==> config.mk <==
export PLATFORM = sky130hd
export DESIGN_NAME = display_mixer_allocator
export DESIGN_NICKNAME = d
export VERILOG_FILES = /design/src/dmxa_pkg.sv /design/src/dmxa_front.sv /design/src/dmxa_back.sv /design/src/display_mixer_allocator.sv
export SDC_FILE = /design/constraint.sdc
export NUM_CORES = 1
export LEC_CHECK = 0
export BUFFER_PORTS_ARGS = -buffer_cell sky130_fd_sc_hd__buf_4
export CAP_MARGIN = 30
export CORE_ASPECT_RATIO = 1.5
export CORE_MARGIN = 10
export CORE_UTILIZATION = 29
export DETAILED_ROUTE_END_ITERATION = 16
export GPL_TIMING_DRIVEN = 0
export MAX_ROUTING_LAYER = met4
export PLACE_DENSITY_LB_ADDON = 0.15
export SETUP_SLACK_MARGIN = 0.1
export SYNTH_ARGS = -nofsm -noshare
export SYNTH_HDL_FRONTEND = slang
export SYNTH_SLANG_ARGS = --single-unit
==> constraint.sdc <==
create_clock -name clk -period 4.3 [get_ports clk]
set_input_delay 0.43 -clock clk [delete_from_list [all_inputs] [get_ports clk]]
set_output_delay 0.43 -clock clk [all_outputs]
set_load 0.03 [all_outputs]
==> src/dmxa_pkg.sv <==
// Shared types and constants for the display mixer allocator.
// Used by dmxa_front, dmxa_back, display_mixer_allocator and dmxa_checker; depends on nothing.
`default_nettype none
package dmxa_pkg;

	localparam int PIPE_W        = 4;
	localparam int CAPS_W        = 8;
	localparam int IDX_W         = 3;
	localparam int LM_W          = 3;
	localparam int COUNT_W       = 3;
	localparam int CAPS_PACKED_W = 48;
	localparam int LM_PACKED_W   = 18;
	localparam int CAPS_MIXERS   = CAPS_PACKED_W / CAPS_W;
	localparam int LM_MIXERS     = LM_PACKED_W / LM_W;
	localparam int CFG_IDX_W     = 2;
	localparam int CFG_DATA_W    = 48;

	localparam logic [1:0] ST_OK      = 2'd0;
	localparam logic [1:0] ST_INVALID = 2'd1;
	localparam logic [1:0] ST_NORES   = 2'd2;

	localparam logic [CFG_IDX_W-1:0] CFG_MIXER_COUNT   = 2'd0;
	localparam logic [CFG_IDX_W-1:0] CFG_MIXER_CAPS    = 2'd1;
	localparam logic [CFG_IDX_W-1:0] CFG_MIXER_LM_IDS  = 2'd2;
	localparam logic [CFG_IDX_W-1:0] CFG_PAIR_CAP_MASK = 2'd3;

	localparam logic [COUNT_W-1:0]       COUNT_RST  = 3'd6;
	localparam logic [CAPS_PACKED_W-1:0] CAPS_RST   = 48'd0;
	localparam logic [LM_PACKED_W-1:0]   LM_IDS_RST = 18'd181896;
	localparam logic [CAPS_W-1:0]        PAIR_RST   = 8'd1;

	typedef enum logic {
		OP_ASSIGN  = 1'b0,
		OP_RELEASE = 1'b1
	} op_t;

	typedef struct packed {
		op_t               op;
		logic [PIPE_W-1:0] pipe;
		logic [CAPS_W-1:0] caps;
		logic              want;
		logic [IDX_W-1:0]  rel;
	} cmd_t;

	typedef struct packed {
		logic [COUNT_W-1:0]       count;
		logic [CAPS_PACKED_W-1:0] caps;
		logic [LM_PACKED_W-1:0]   lm_ids;
		logic [CAPS_W-1:0]        pair_mask;
	} cfg_t;

	typedef struct packed {
		logic [1:0]       status;
		logic [IDX_W-1:0] left;
		logic [IDX_W-1:0] right;
		logic             right_valid;
	} res_t;

	typedef struct packed {
		logic            valid;
		logic [LM_W-1:0] id;
	} pair_t;

	function automatic pair_t pair_of_lm(input logic [LM_W-1:0] lm);
		pair_t p;
		p.valid = 1'b0;
		p.id    = '0;
		case (lm)
			3'd0: begin
				p.valid = 1'b1;
				p.id    = 3'd1;
			end
			3'd2: begin
				p.valid = 1'b1;
				p.id    = 3'd5;
			end
			default: begin
				p.valid = 1'b0;
				p.id    = '0;
			end
		endcase
		return p;
	endfunction

endpackage
`default_nettype wire

==> src/dmxa_front.sv <==
// Request intake: classifies each transfer into a command and queues it.
// Depends on dmxa_pkg.
`default_nettype none
module dmxa_front (
	input  wire logic                      clk,
	input  wire logic                      arst_n,
	input  wire logic                      in_valid,
	output logic                           in_stall,
	input  wire logic                      req_type,
	input  wire logic [dmxa_pkg::PIPE_W-1:0] pipe_id,
	input  wire logic [dmxa_pkg::CAPS_W-1:0] required_caps,
	input  wire logic                      want_right,
	input  wire logic [dmxa_pkg::IDX_W-1:0]  release_index,
	output logic                           q_valid,
	input  wire logic                      q_pop,
	output dmxa_pkg::cmd_t                 q_cmd
);

	dmxa_pkg::cmd_t q_mem_q [2];
	dmxa_pkg::cmd_t cmd_in;
	logic           wr_ptr_q;
	logic           rd_ptr_q;
	logic [1:0]     cnt_q;
	logic           push;
	logic           pop;

	always_comb begin
		cmd_in.op   = req_type ? dmxa_pkg::OP_RELEASE : dmxa_pkg::OP_ASSIGN;
		cmd_in.pipe = pipe_id;
		cmd_in.caps = required_caps;
		cmd_in.want = want_right;
		cmd_in.rel  = release_index;
	end

	assign in_stall = (cnt_q == 2'd2);
	assign q_valid  = (cnt_q != 2'd0);
	assign q_cmd    = q_mem_q[rd_ptr_q];
	assign push     = in_valid && !in_stall;
	assign pop      = q_pop && q_valid;

	always_ff @(posedge clk or negedge arst_n) begin
		if (!arst_n) begin
			wr_ptr_q <= 1'b0;
			rd_ptr_q <= 1'b0;
			cnt_q    <= 2'd0;
		end else begin
			if (push) begin
				wr_ptr_q <= !wr_ptr_q;
			end
			if (pop) begin
				rd_ptr_q <= !rd_ptr_q;
			end
			if (push && !pop) begin
				cnt_q <= cnt_q + 2'd1;
			end else if (pop && !push) begin
				cnt_q <= cnt_q - 2'd1;
			end
		end
	end

	always_ff @(posedge clk) begin
		if (push) begin
			q_mem_q[wr_ptr_q] <= cmd_in;
		end
	end

endmodule
`default_nettype wire

==> src/dmxa_back.sv <==
// Command execution: owner table, sequential mixer scan and result register.
// Depends on dmxa_pkg.
`default_nettype none
module dmxa_back #(
	parameter int MAX_MIXERS = 6
) (
	input  wire logic           clk,
	input  wire logic           arst_n,
	input  wire dmxa_pkg::cfg_t cfg,
	input  wire logic           q_valid,
	input  wire dmxa_pkg::cmd_t q_cmd,
	output logic                q_pop,
	output logic                out_valid,
	input  wire logic           out_stall,
	output dmxa_pkg::res_t      out_res
);

	localparam int TIDX_W = (MAX_MIXERS > 1) ? $clog2(MAX_MIXERS) : 1;
	localparam int CNT_W  = $clog2(MAX_MIXERS + 1);
	localparam logic [3:0] MAX_EXT = 4'(MAX_MIXERS);

	typedef enum logic [1:0] {
		S_IDLE,
		S_REL,
		S_SCAN,
		S_RESP
	} state_t;

	state_t                        state_q;
	dmxa_pkg::cmd_t                cmd_q;
	logic [dmxa_pkg::PIPE_W-1:0]   owner_q [MAX_MIXERS];
	logic [CNT_W-1:0]              idx_q;
	logic [TIDX_W-1:0]             left_q;
	logic [TIDX_W-1:0]             right_q;
	logic                          have_l_q;
	logic                          have_r_q;
	dmxa_pkg::res_t                res_q;
	logic                          out_valid_q;
	dmxa_pkg::res_t                out_res_q;

	logic [dmxa_pkg::CAPS_W-1:0]   caps_arr [MAX_MIXERS];
	logic [dmxa_pkg::LM_W-1:0]     lm_arr   [MAX_MIXERS];
	logic [MAX_MIXERS-1:0]         own_ok_vec;
	logic [MAX_MIXERS-1:0]         free_vec;
	logic [3:0]                    n_ext;
	logic [CNT_W-1:0]              n;
	logic [TIDX_W-1:0]             cur;
	dmxa_pkg::pair_t               pr;
	logic                          p_found;
	logic [TIDX_W-1:0]             p_idx;
	logic                          cand;
	logic                          pairable;
	logic                          rel_ok;
	logic [TIDX_W-1:0]             rel_idx;
	logic                          out_free;

	for (genvar k = 0; k < MAX_MIXERS; k++) begin : g_mixer
		if (k < dmxa_pkg::CAPS_MIXERS) begin : g_caps
			assign caps_arr[k] = cfg.caps[dmxa_pkg::CAPS_W*k +: dmxa_pkg::CAPS_W];
		end else begin : g_caps_none
			assign caps_arr[k] = '0;
		end
		if (k < dmxa_pkg::LM_MIXERS) begin : g_lm
			assign lm_arr[k] = cfg.lm_ids[dmxa_pkg::LM_W*k +: dmxa_pkg::LM_W];
		end else begin : g_lm_none
			assign lm_arr[k] = '0;
		end
		assign free_vec[k]   = (owner_q[k] == '0);
		assign own_ok_vec[k] = free_vec[k] || (owner_q[k] == cmd_q.pipe);
	end

	always_comb begin
		n_ext = ({1'b0, cfg.count} > MAX_EXT) ? MAX_EXT : {1'b0, cfg.count};
		n     = n_ext[CNT_W-1:0];
		cur   = idx_q[TIDX_W-1:0];
		pr    = dmxa_pkg::pair_of_lm(lm_arr[cur]);
		p_found = 1'b0;
		p_idx   = '0;
		for (int k = MAX_MIXERS - 1; k >= 0; k--) begin
			if ((CNT_W'(k) < n) && (lm_arr[k] == pr.id)) begin
				p_found = 1'b1;
				p_idx   = TIDX_W'(k);
			end
		end
		cand     = own_ok_vec[cur] && ((cmd_q.caps & ~caps_arr[cur]) == '0);
		pairable = (caps_arr[cur] & cfg.pair_mask) != '0;
		rel_idx  = cmd_q.rel[TIDX_W-1:0];
		rel_ok   = ({1'b0, cmd_q.rel} < n_ext) && !free_vec[rel_idx];
	end

	assign out_free  = !out_valid_q || !out_stall;
	assign q_pop     = (state_q == S_IDLE) && q_valid;
	assign out_valid = out_valid_q;
	assign out_res   = out_res_q;

	always_ff @(posedge clk or negedge arst_n) begin
		if (!arst_n) begin
			state_q     <= S_IDLE;
			out_valid_q <= 1'b0;
			idx_q       <= '0;
			have_l_q    <= 1'b0;
			have_r_q    <= 1'b0;
			for (int k = 0; k < MAX_MIXERS; k++) begin
				owner_q[k] <= '0;
			end
		end else begin
			if (out_valid_q && !out_stall && (state_q != S_RESP)) begin
				out_valid_q <= 1'b0;
			end
			case (state_q)
				S_IDLE: begin
					if (q_valid) begin
						cmd_q    <= q_cmd;
						idx_q    <= '0;
						have_l_q <= 1'b0;
						have_r_q <= 1'b0;
						left_q   <= '0;
						right_q  <= '0;
						state_q  <= (q_cmd.op == dmxa_pkg::OP_RELEASE) ? S_REL : S_SCAN;
					end
				end
				S_REL: begin
					res_q <= '{status: rel_ok ? dmxa_pkg::ST_OK : dmxa_pkg::ST_INVALID,
						left: '0, right: '0, right_valid: 1'b0};
					if (rel_ok) begin
						owner_q[rel_idx] <= '0;
					end
					state_q <= S_RESP;
				end
				S_SCAN: begin
					if (idx_q >= n) begin
						if (!have_l_q || (cmd_q.want && !have_r_q)) begin
							res_q <= '{status: dmxa_pkg::ST_NORES, left: '0, right: '0,
								right_valid: 1'b0};
						end else begin
							owner_q[left_q] <= cmd_q.pipe;
							if (cmd_q.want) begin
								owner_q[right_q] <= cmd_q.pipe;
							end
							res_q <= '{status: dmxa_pkg::ST_OK,
								left: dmxa_pkg::IDX_W'(left_q),
								right: cmd_q.want ? dmxa_pkg::IDX_W'(right_q) : '0,
								right_valid: cmd_q.want};
						end
						state_q <= S_RESP;
					end else begin
						idx_q <= idx_q + CNT_W'(1);
						if (cand) begin
							if (cmd_q.want && !(pr.valid && p_found)) begin
								res_q <= '{status: dmxa_pkg::ST_INVALID, left: '0,
									right: '0, right_valid: 1'b0};
								state_q <= S_RESP;
							end else if (!cmd_q.want || free_vec[p_idx]) begin
								if (cmd_q.want) begin
									right_q  <= p_idx;
									have_r_q <= 1'b1;
								end
								if (!have_l_q || pairable) begin
									left_q   <= cur;
									have_l_q <= 1'b1;
								end
							end
						end
					end
				end
				S_RESP: begin
					if (out_free) begin
						out_valid_q <= 1'b1;
						out_res_q   <= res_q;
						state_q     <= S_IDLE;
					end
				end
				default: begin
					state_q <= S_IDLE;
				end
			endcase
		end
	end

endmodule
`default_nettype wire

==> src/display_mixer_allocator.sv <==
// Flow: a request waits in the command queue, enters the command register in S_IDLE,
// is handled in S_REL (release) or in the one-mixer-per-cycle S_SCAN over the present
// mixer count n (assign), and leaves through the result register from S_RESP; an assign
// that meets a mixer with no right pair ends sooner. Requests are handled one at a time;
// the two-entry command queue keeps taking requests while a result waits on the output.
// Reset: asynchronous, active low; every mixer free, configuration at its defaults.
`default_nettype none
module display_mixer_allocator #(
	parameter int MAX_MIXERS = 6
) (
	input  wire logic                                clk,
	input  wire logic                                arst_n,
	input  wire logic                                in_valid,
	output logic                                     in_stall,
	input  wire logic                                req_type,
	input  wire logic [dmxa_pkg::PIPE_W-1:0]         pipe_id,
	input  wire logic [dmxa_pkg::CAPS_W-1:0]         required_caps,
	input  wire logic                                want_right,
	input  wire logic [dmxa_pkg::IDX_W-1:0]          release_index,
	output logic                                     out_valid,
	input  wire logic                                out_stall,
	output logic [1:0]                               status,
	output logic [dmxa_pkg::IDX_W-1:0]               left_index,
	output logic [dmxa_pkg::IDX_W-1:0]               right_index,
	output logic                                     right_valid,
	input  wire logic                                cfg_valid,
	output logic                                     cfg_ready,
	input  wire logic [dmxa_pkg::CFG_IDX_W-1:0]      cfg_index,
	input  wire logic [dmxa_pkg::CFG_DATA_W-1:0]     cfg_data
);

	dmxa_pkg::cfg_t cfg_q;
	dmxa_pkg::cmd_t q_cmd;
	dmxa_pkg::res_t out_res;
	logic           q_valid;
	logic           q_pop;

	assign cfg_ready = 1'b1;

	always_ff @(posedge clk or negedge arst_n) begin
		if (!arst_n) begin
			cfg_q.count     <= dmxa_pkg::COUNT_RST;
			cfg_q.caps      <= dmxa_pkg::CAPS_RST;
			cfg_q.lm_ids    <= dmxa_pkg::LM_IDS_RST;
			cfg_q.pair_mask <= dmxa_pkg::PAIR_RST;
		end else if (cfg_valid && cfg_ready) begin
			case (cfg_index)
				dmxa_pkg::CFG_MIXER_COUNT: begin
					cfg_q.count <= cfg_data[dmxa_pkg::COUNT_W-1:0];
				end
				dmxa_pkg::CFG_MIXER_CAPS: begin
					cfg_q.caps <= cfg_data[dmxa_pkg::CAPS_PACKED_W-1:0];
				end
				dmxa_pkg::CFG_MIXER_LM_IDS: begin
					cfg_q.lm_ids <= cfg_data[dmxa_pkg::LM_PACKED_W-1:0];
				end
				dmxa_pkg::CFG_PAIR_CAP_MASK: begin
					cfg_q.pair_mask <= cfg_data[dmxa_pkg::CAPS_W-1:0];
				end
				default: begin
					cfg_q <= cfg_q;
				end
			endcase
		end
	end

	dmxa_front u_front (
		.clk           (clk),
		.arst_n        (arst_n),
		.in_valid      (in_valid),
		.in_stall      (in_stall),
		.req_type      (req_type),
		.pipe_id       (pipe_id),
		.required_caps (required_caps),
		.want_right    (want_right),
		.release_index (release_index),
		.q_valid       (q_valid),
		.q_pop         (q_pop),
		.q_cmd         (q_cmd)
	);

	dmxa_back #(
		.MAX_MIXERS (MAX_MIXERS)
	) u_back (
		.clk       (clk),
		.arst_n    (arst_n),
		.cfg       (cfg_q),
		.q_valid   (q_valid),
		.q_cmd     (q_cmd),
		.q_pop     (q_pop),
		.out_valid (out_valid),
		.out_stall (out_stall),
		.out_res   (out_res)
	);

	assign status      = out_res.status;
	assign left_index  = out_res.left;
	assign right_index = out_res.right;
	assign right_valid = out_res.right_valid;

endmodule
`default_nettype wire

# Word-level counts from Yosys, hierarchy flattened
# Memories as Yosys holds them, arrays and structs flattened.
# Index checks and enable logic that the tools add are counted.
word_totals:
  elab_cells: 259
  ram_bits: 34
  input_bits: 72
  regBits: 153
  memories: 1
  out_inout_bits: 12
memory_table:
  columns: ["memory", "words", "word_bits", "read_ports", "rd_ports_with_merged_regs", "wr", "line_no", "rtl"]
  rows:
  - ["u_front.q_mem_q", 2, 17, 1, 0, 1, "dmxa_front.sv:19", "dmxa_pkg::cmd_t q_mem_q [2];"]
op_classes:
  muxes: 89
  eq_ne: 34
  order_cmp: 19
  n_reduce_logical: 72
  add_sub_neg: 3
  bitwise: 9
op_table:
  columns: ["operator", "count"]
  rows:
  - ["24-bit two-way mux", 4]
  - ["3-bit two-way mux", 22]
  - ["24-bit bitwise mux", 2]
  - ["24-bit one-hot mux with 2 select lines", 1]
  - ["4-bit demux with 3-bit select", 3]
  - ["9-bit two-way mux", 4]
  - ["1-bit two-way mux", 27]
  - ["24-bit AND", 1]
  - ["8-bit binary-select mux with 3-bit select", 1]
  - ["4-bit == test", 6]
  - ["4-bit zero test", 6]
  - ["24-bit NOT", 1]
  - ["1-bit logical AND", 21]
  - ["3-bit == test", 6]
  - ["3-bit one-hot mux with 2 select lines", 3]
  - ["9-bit one-hot mux with 2 select lines", 1]
  - ["8-bit AND", 2]
  - ["4-bit greater-or-equal comparator, second input constant", 4]
  - ["2-bit two-way mux", 8]
  - ["8-bit two-way mux", 2]
  - ["2-bit by 1-bit != test with 1-bit output, second input constant", 8]
  - ["3-bit NOT with 4-bit output", 4]
  - ["8-bit AND reduction", 2]
  - ["7-bit AND reduction", 2]
  - ["other kinds (33)", 85]

# Depth between registers and ports, before layout
depth:
  word_depth: 22
  depth_mapped: 14
  ltp_nobuf: 11

# Cells and area by module
# From an unflattened synthesis, not the netlist that was laid out.
hier_totals:
  hier_cells: 734
  hier_area_um2: 9460.3
modules_own_cells:
  columns: ["mod", "seq_area_each_um2", "area_each_um2", "n_inst", "cells_each"]
  rows:
  - ["dmxa_back", 2001.9, 4996.0, 1, 496]
  - ["display_mixer_allocator", 1939.4, 2986.6, 1, 166]
  - ["dmxa_front", 1121.1, 1477.7, 1, 72]

# Worst setup path after synthesis
# Ideal clock, no wire load.
synth_path:
  kind: "register -> register"
  from: "reg u_back.idx_q[0] (netlist: u_back.cur[0])"
  to: "reg u_back.owner_q[0] (netlist name)"
  t_arrival_ns: 2.951
  setup_time_ns: 0.133
  path_buffers: 3
  stages_incl_launch_ff: 15
  synth_period_minus_slack_ns: 3.084
  required_time_ns: 4.167
  slack_ns: 1.216
  path_cell_list: "dfrtp_1 -> buf_6 -> buf_2 -> buf_2 -> inv_1 -> ha_1 -> nand2b_1 -> a21o_1 -> a21oi_1 -> nor2_1 -> a21oi_1 -> o21ba_2 -> and2_1 -> mux2i_1 -> o21ai_0"
synth_via:
  elab_chain_len: 3
synth_rtl:
  columns: ["element", "line_no", "rtl"]
  rows:
  - ["from (decl)", "dmxa_back.sv:32", "logic [CNT_W-1:0] idx_q;"]
  - ["from (signal assigned)", "dmxa_back.sv:147", "idx_q <= idx_q + CNT_W'(1);"]
  - ["3-bit greater-or-equal comparator", "dmxa_back.sv:131", "if (idx_q >= n) begin"]
  - ["2-bit by 1-bit != test with 1-bit output (no line)", null, null]
  - ["4-bit AND reduction (no line)", null, null]
  - ["to (signal, indexed assignment)", "dmxa_back.sv:136", "owner_q[left_q] <= cmd_q.pipe;"]
  - ["to (signal, indexed assignment)", "dmxa_back.sv:138", "owner_q[right_q] <= cmd_q.pipe;"]
  - ["to (decl)", "dmxa_back.sv:31", "logic [dmxa_pkg::PIPE_W-1:0] owner_q [MAX_MIXERS];"]
# No other way between the ends.
# A chain may end at the register's enable or synchronous reset.

# Final worst setup path
layout_path:
  from: "reg u_back.idx_q[1] (netlist: u_back.cur[1])"
  to: "reg u_back.res_q[8] (netlist name) (enable)"
layout_via:
  elab_chain_len: 19
  elab_cells_between_ends: 41
  cone_classes: "order compare: 1; eq/ne: 9; mux: 15; bitwise: 3; reduce/logical: 13"
layout_rtl:
  columns: ["element", "line_no", "rtl"]
  rows:
  - ["3-bit NOT with 4-bit output (not written as such)", "dmxa_back.sv:76, dmxa_back.sv:85", null]
  - ["3-bit binary-select mux with 3-bit select", "dmxa_back.sv:76", "pr = dmxa_pkg::pair_of_lm(lm_arr[cur]);"]
  - ["3-bit two-way mux (not written as such) (2 in series)", "dmxa_back.sv:76", null]
  - ["3-bit by 2-bit == test with 1-bit output or 3-bit zero test (tied branches)", "dmxa_pkg.sv:68", "case (lm)"]
  - ["4-bit one-hot mux with 2 select lines", "dmxa_pkg.sv:68", null]
  - ["3-bit == test", "dmxa_back.sv:80", "if ((CNT_W'(k) < n) && (lm_arr[k] == pr.id)) begin"]
  - ["1-bit logical AND", "dmxa_back.sv:80", null]
  - ["1-bit two-way mux (6 in series)", "dmxa_back.sv:80", null]
  - ["1-bit logical AND", "dmxa_back.sv:149", "if (cmd_q.want && !(pr.valid && p_found)) begin"]
  - ["1-bit zero test", "dmxa_back.sv:149", null]
  - ["1-bit logical AND", "dmxa_back.sv:149", null]
  - ["3-bit by 1-bit != test with 1-bit output (no line)", null, null]
  - ["4-bit AND reduction (no line) *", null, null]
  - ["to (signal assigned)", "dmxa_back.sv:133", "res_q <= '{status: dmxa_pkg::ST_NORES, left: '0, right: '0,"]
  - ["to (signal assigned)", "dmxa_back.sv:140", "res_q <= '{status: dmxa_pkg::ST_OK,"]
  - ["to (signal assigned)", "dmxa_back.sv:150", "res_q <= '{status: dmxa_pkg::ST_INVALID, left: '0,"]
  - ["to (decl)", "dmxa_back.sv:37", "dmxa_pkg::res_t res_q;"]
# Mark *: on every way between the ends. The rest lies on a longest branch, timed or not. The select of a mux whose other input is x is not followed.

==> flow_metrics.tcl <==
set metrics [dict create \
    status "completed" \
    synth_top_area_cell "dfrtp_1" \
    timing.final.crit_share 0.911 \
    initial_utilization 0.293 \
    die_y_um 239 \
    crit_required_ns 4.40 \
    fmax_mhz 255 \
    fin_cells 1272 \
    crit_chain "nor2b_1 -> o211a_1 -> nor4_1 -> a211oi_1 -> o21ai_0 -> o31ai_1 -> a311o_1 -> and3_1" \
    rsz0062_at_grt "false" \
    combPwrFrac 0.375 \
    synth.avg_cell_area_um2 12.5 \
    clock_latency_ns 0.46 \
    drive_gt1_frac 0.298 \
    cts_tree "built" \
    irDropWorstVdd_uv 328 \
    slowest_delay_ns 0.58 \
    antenna_found_initial 0 \
    die_x_um 166 \
    worst_pin_slew_ns 0.858 \
    ys_seq_elements 187 \
    cts_buffers 17 \
    postSynthCellCount 742 \
    root_buffer "clkbuf_16" \
    setup_viol 0 \
    postCtsSetupBuffers 0 \
    grt_max_degree 78 \
    cts.path.max_buffers 2 \
    syn_to_final_growth_pct 19.5 \
    core_area_mm2 0.0316 \
    maxCapViolations 0 \
    worstPathMaxFanout 9 \
    synth_edf_count 74 \
    yosysWarnings 0 \
    tns_ns 0 \
    synth_top_area_share 0.278 \
    intPower_mw 4.31 \
    max_slew_margin 0.428 \
    num_vias 6208 \
    wl_per_cell_um 20.1 \
    clk_pin_slew_worst_paths_ns 0.08 \
    reg2reg_depth 8 \
    whs_ns 0.156 \
    p_seq_frac 0.399 \
    htree_levels 4 \
    port_buffers 82 \
    p_per_area_mw_per_mm2 628 \
    nets 932 \
    pin_count 84 \
    finalHoldViolCount 0 \
    drt_first_pass_iters 5 \
    cts_num_sinks 187 \
    arrival_ns 4.02 \
    drcViolationCount 0 \
    p_sw_frac 0.379 \
    die_area_mm2 0.0396 \
    ant_nets 0 \
    place_inst 1239 \
    synth_ff_type "dfrtp_1" \
    wl_um 25600 \
    p_sw_mw 2.64 \
    track_usage 0.135 \
    async_reset_ff_frac 0.604 \
    worst_path_max_delay_cell "nor2b_1" \
    avgViaCountPerCell 4.88 \
    hpwl_um 19600 \
    fill_cells 3243 \
    grt_pass1_wl_um 39800 \
    ys_types 85 \
    ys_top_cells_by_area "dfrtp_1, edfxtp_1, mux2_2" \
    period_needed_ns 3.92 \
    synth_area_mm2 0.00926 \
    power_frac_clock 0.226 \
    drt_iter0_markers 339 \
    power_leakage_nw 4.48 \
    cp-end-kind "flip-flop" \
    hp-class "primary input to flip-flop" \
    skew_ns 0.0127 \
    worst_setup_path_start_kind "flip-flop" \
    synth_nets 825 \
    hold_path_depth 1 \
    finalMaxSlewViolations 0 \
    ys_seq_area_frac 0.547 \
    critPathKind "flip-flop to flip-flop" \
    fp-row-count 80 \
    grt-ovfl-total 0 \
    diodes 0 \
    gp_congestion 0.821 \
    grt_pass1_vias 6586 \
    r2r_setup_slack_ns 0.38 \
]
[through the flow]
| stage | power [mW] | util | area (µm²) | setup WS, ns |
|---|---|---|---|---|
| 3_3_place_gp | 5.39 | 0.328 | 10400 | 0.0308 |
| 6_report | 6.95 | 0.350 | 11100 | 0.385 |
| 4_1_cts | 7.06 | 0.349 | 11100 | 0.291 |
| 2_1_floorplan | 4.56 | - | 9260 | 1.22 |
| 3_5_place_dp | 5.45 | 0.330 | 10500 | 0.0213 |
| 5_1_grt | 7.42 | 0.350 | 11100 | 0.102 |
[path summary, 6_finish.rpt]
check,endpoint,start
setup / recovery,u_back.res_q[8],u_back.cur[1]
hold / removal,u_front.q_mem_q[1][5],required_caps[1]
setup reg to reg,u_back.res_q[8],u_back.cur[1]
hold reg to reg,u_back.out_res[4],u_back.res_q[4]
max in group asynchronous,cfg_q[75],arst_n
min in group asynchronous,u_back.owner_q[16],arst_n
[cells in the final DEF (no fill, tap or decap), types with 5 or more instances in the layout]
master	count
nand2b_1	10
a21oi_1	13
mux2_2	99
nor2b_1	5
inv_1	20
nand3_1	9
nor3b_1	6
nor2_1	35
dfstp_2	10
edfxtp_1	74
o31ai_1	5
nor3_1	9
a31oi_1	6
clkbuf_1	21
mux2i_1	43
ha_1	11
buf_4	84
nand2_1	53
o21ai_0	43
buf_6	5
o22ai_1	7
xor2_1	19
clkbuf_16	17
xnor2_1	15
nor4_1	10
dfrtp_1	103
and3_1	5
and2_1	10
[metal layers]
layer | up-vias | routed length (µm) | track usage
met5 | - | 0 | -
met4 | 0 | 450 | 0.0449
met3 | 21 | 733 | 0.0288
met2 | 124 | 14100 | 0.244
met1 | 3100 | 10200 | 0.143
li1 | 2963 | - | -
[layout make-up]
type	count	area, µm²	area share
sequential	187	5060	0.458
buffer	31	154	0.0139
timing repair buffer	88	692	0.0626
inverter	20	75.1	0.00679
tap	410	513	0.0464
clock inverter	13	134	0.0121
clock buffer	19	453	0.0410
multi-input combinational	504	3980	0.360
[critical path, delay by kind of cell (launching register included)]
kind            cells  cell delay, ns
compound gates      5            1.87
simple gates        3            1.14
flops               1            0.55
[cell usage after synthesis, drive strengths merged, types with 3 or more instances]
cell type / count
nand4: 3
o311ai: 3
buf: 10
and2: 10
xnor2: 15
or2: 4
dfrtp: 103
nor3b: 6
a211oi: 5
o21ba: 3
o22ai: 8
ha: 11
o221ai: 3
mux2i: 43
nor3: 11
o31ai: 6
a31oi: 6
o21ai: 45
nor4: 11
nand3: 9
or3: 4
nand2b: 10
nand2: 53
a21o: 4
nor2: 37
a21oi: 14
edfxtp: 74
nand3b: 4
inv: 20
xor2: 20
nor2b: 5
dfstp: 10
o211ai: 4
mux2: 101
clkbuf: 21
and3: 5
[registers in the layout, indices dropped and copies added (netlist names), 2 cells and up]
name             cells
u_back.cmd_q        13
u_back.state_q       2
u_back.left_q        3
u_back.res_q         9
u_back.rel_idx       3
u_back.out_res       9
u_back.owner_q      24
u_front.q_mem_q     34
u_back.cur           3
cfg_q               77
u_back.right_q       3
u_front.cnt_q        2
[logic make-up after synthesis]
group | after synthesis | synth area share
compound gates | 134 | 0.105
xor+xnor | 35 | 0.0339
fa+ha+maj | 11 | 0.0149
buf+inv | 51 | 0.0247
flops | 187 | 0.547
mux | 146 | 0.175
other cells | 1 | 0.000405
simple gates | 177 | 0.0991
[power by group through the flow]
stage               logic (mW)  registers, mW  clock network [mW]
floorplan                 1.83           2.72                   0
global placement          2.58           2.81                   0
detailed placement        2.63           2.81                   0
CTS                       2.65           2.78                1.63
global route              2.88           2.84                1.70
finish                    2.61           2.77                1.57
[repair_timing]
item | 4_1_cts | 5_1_grt
hold endpoints to repair | 35 | 0
gates resized for setup | 1 | 1
setup endpoints to repair | 24 | 21
cloned | 0 | 0
hold buffers | 1 | 0
No activity file was read; power rests on OpenSTA's default activity.
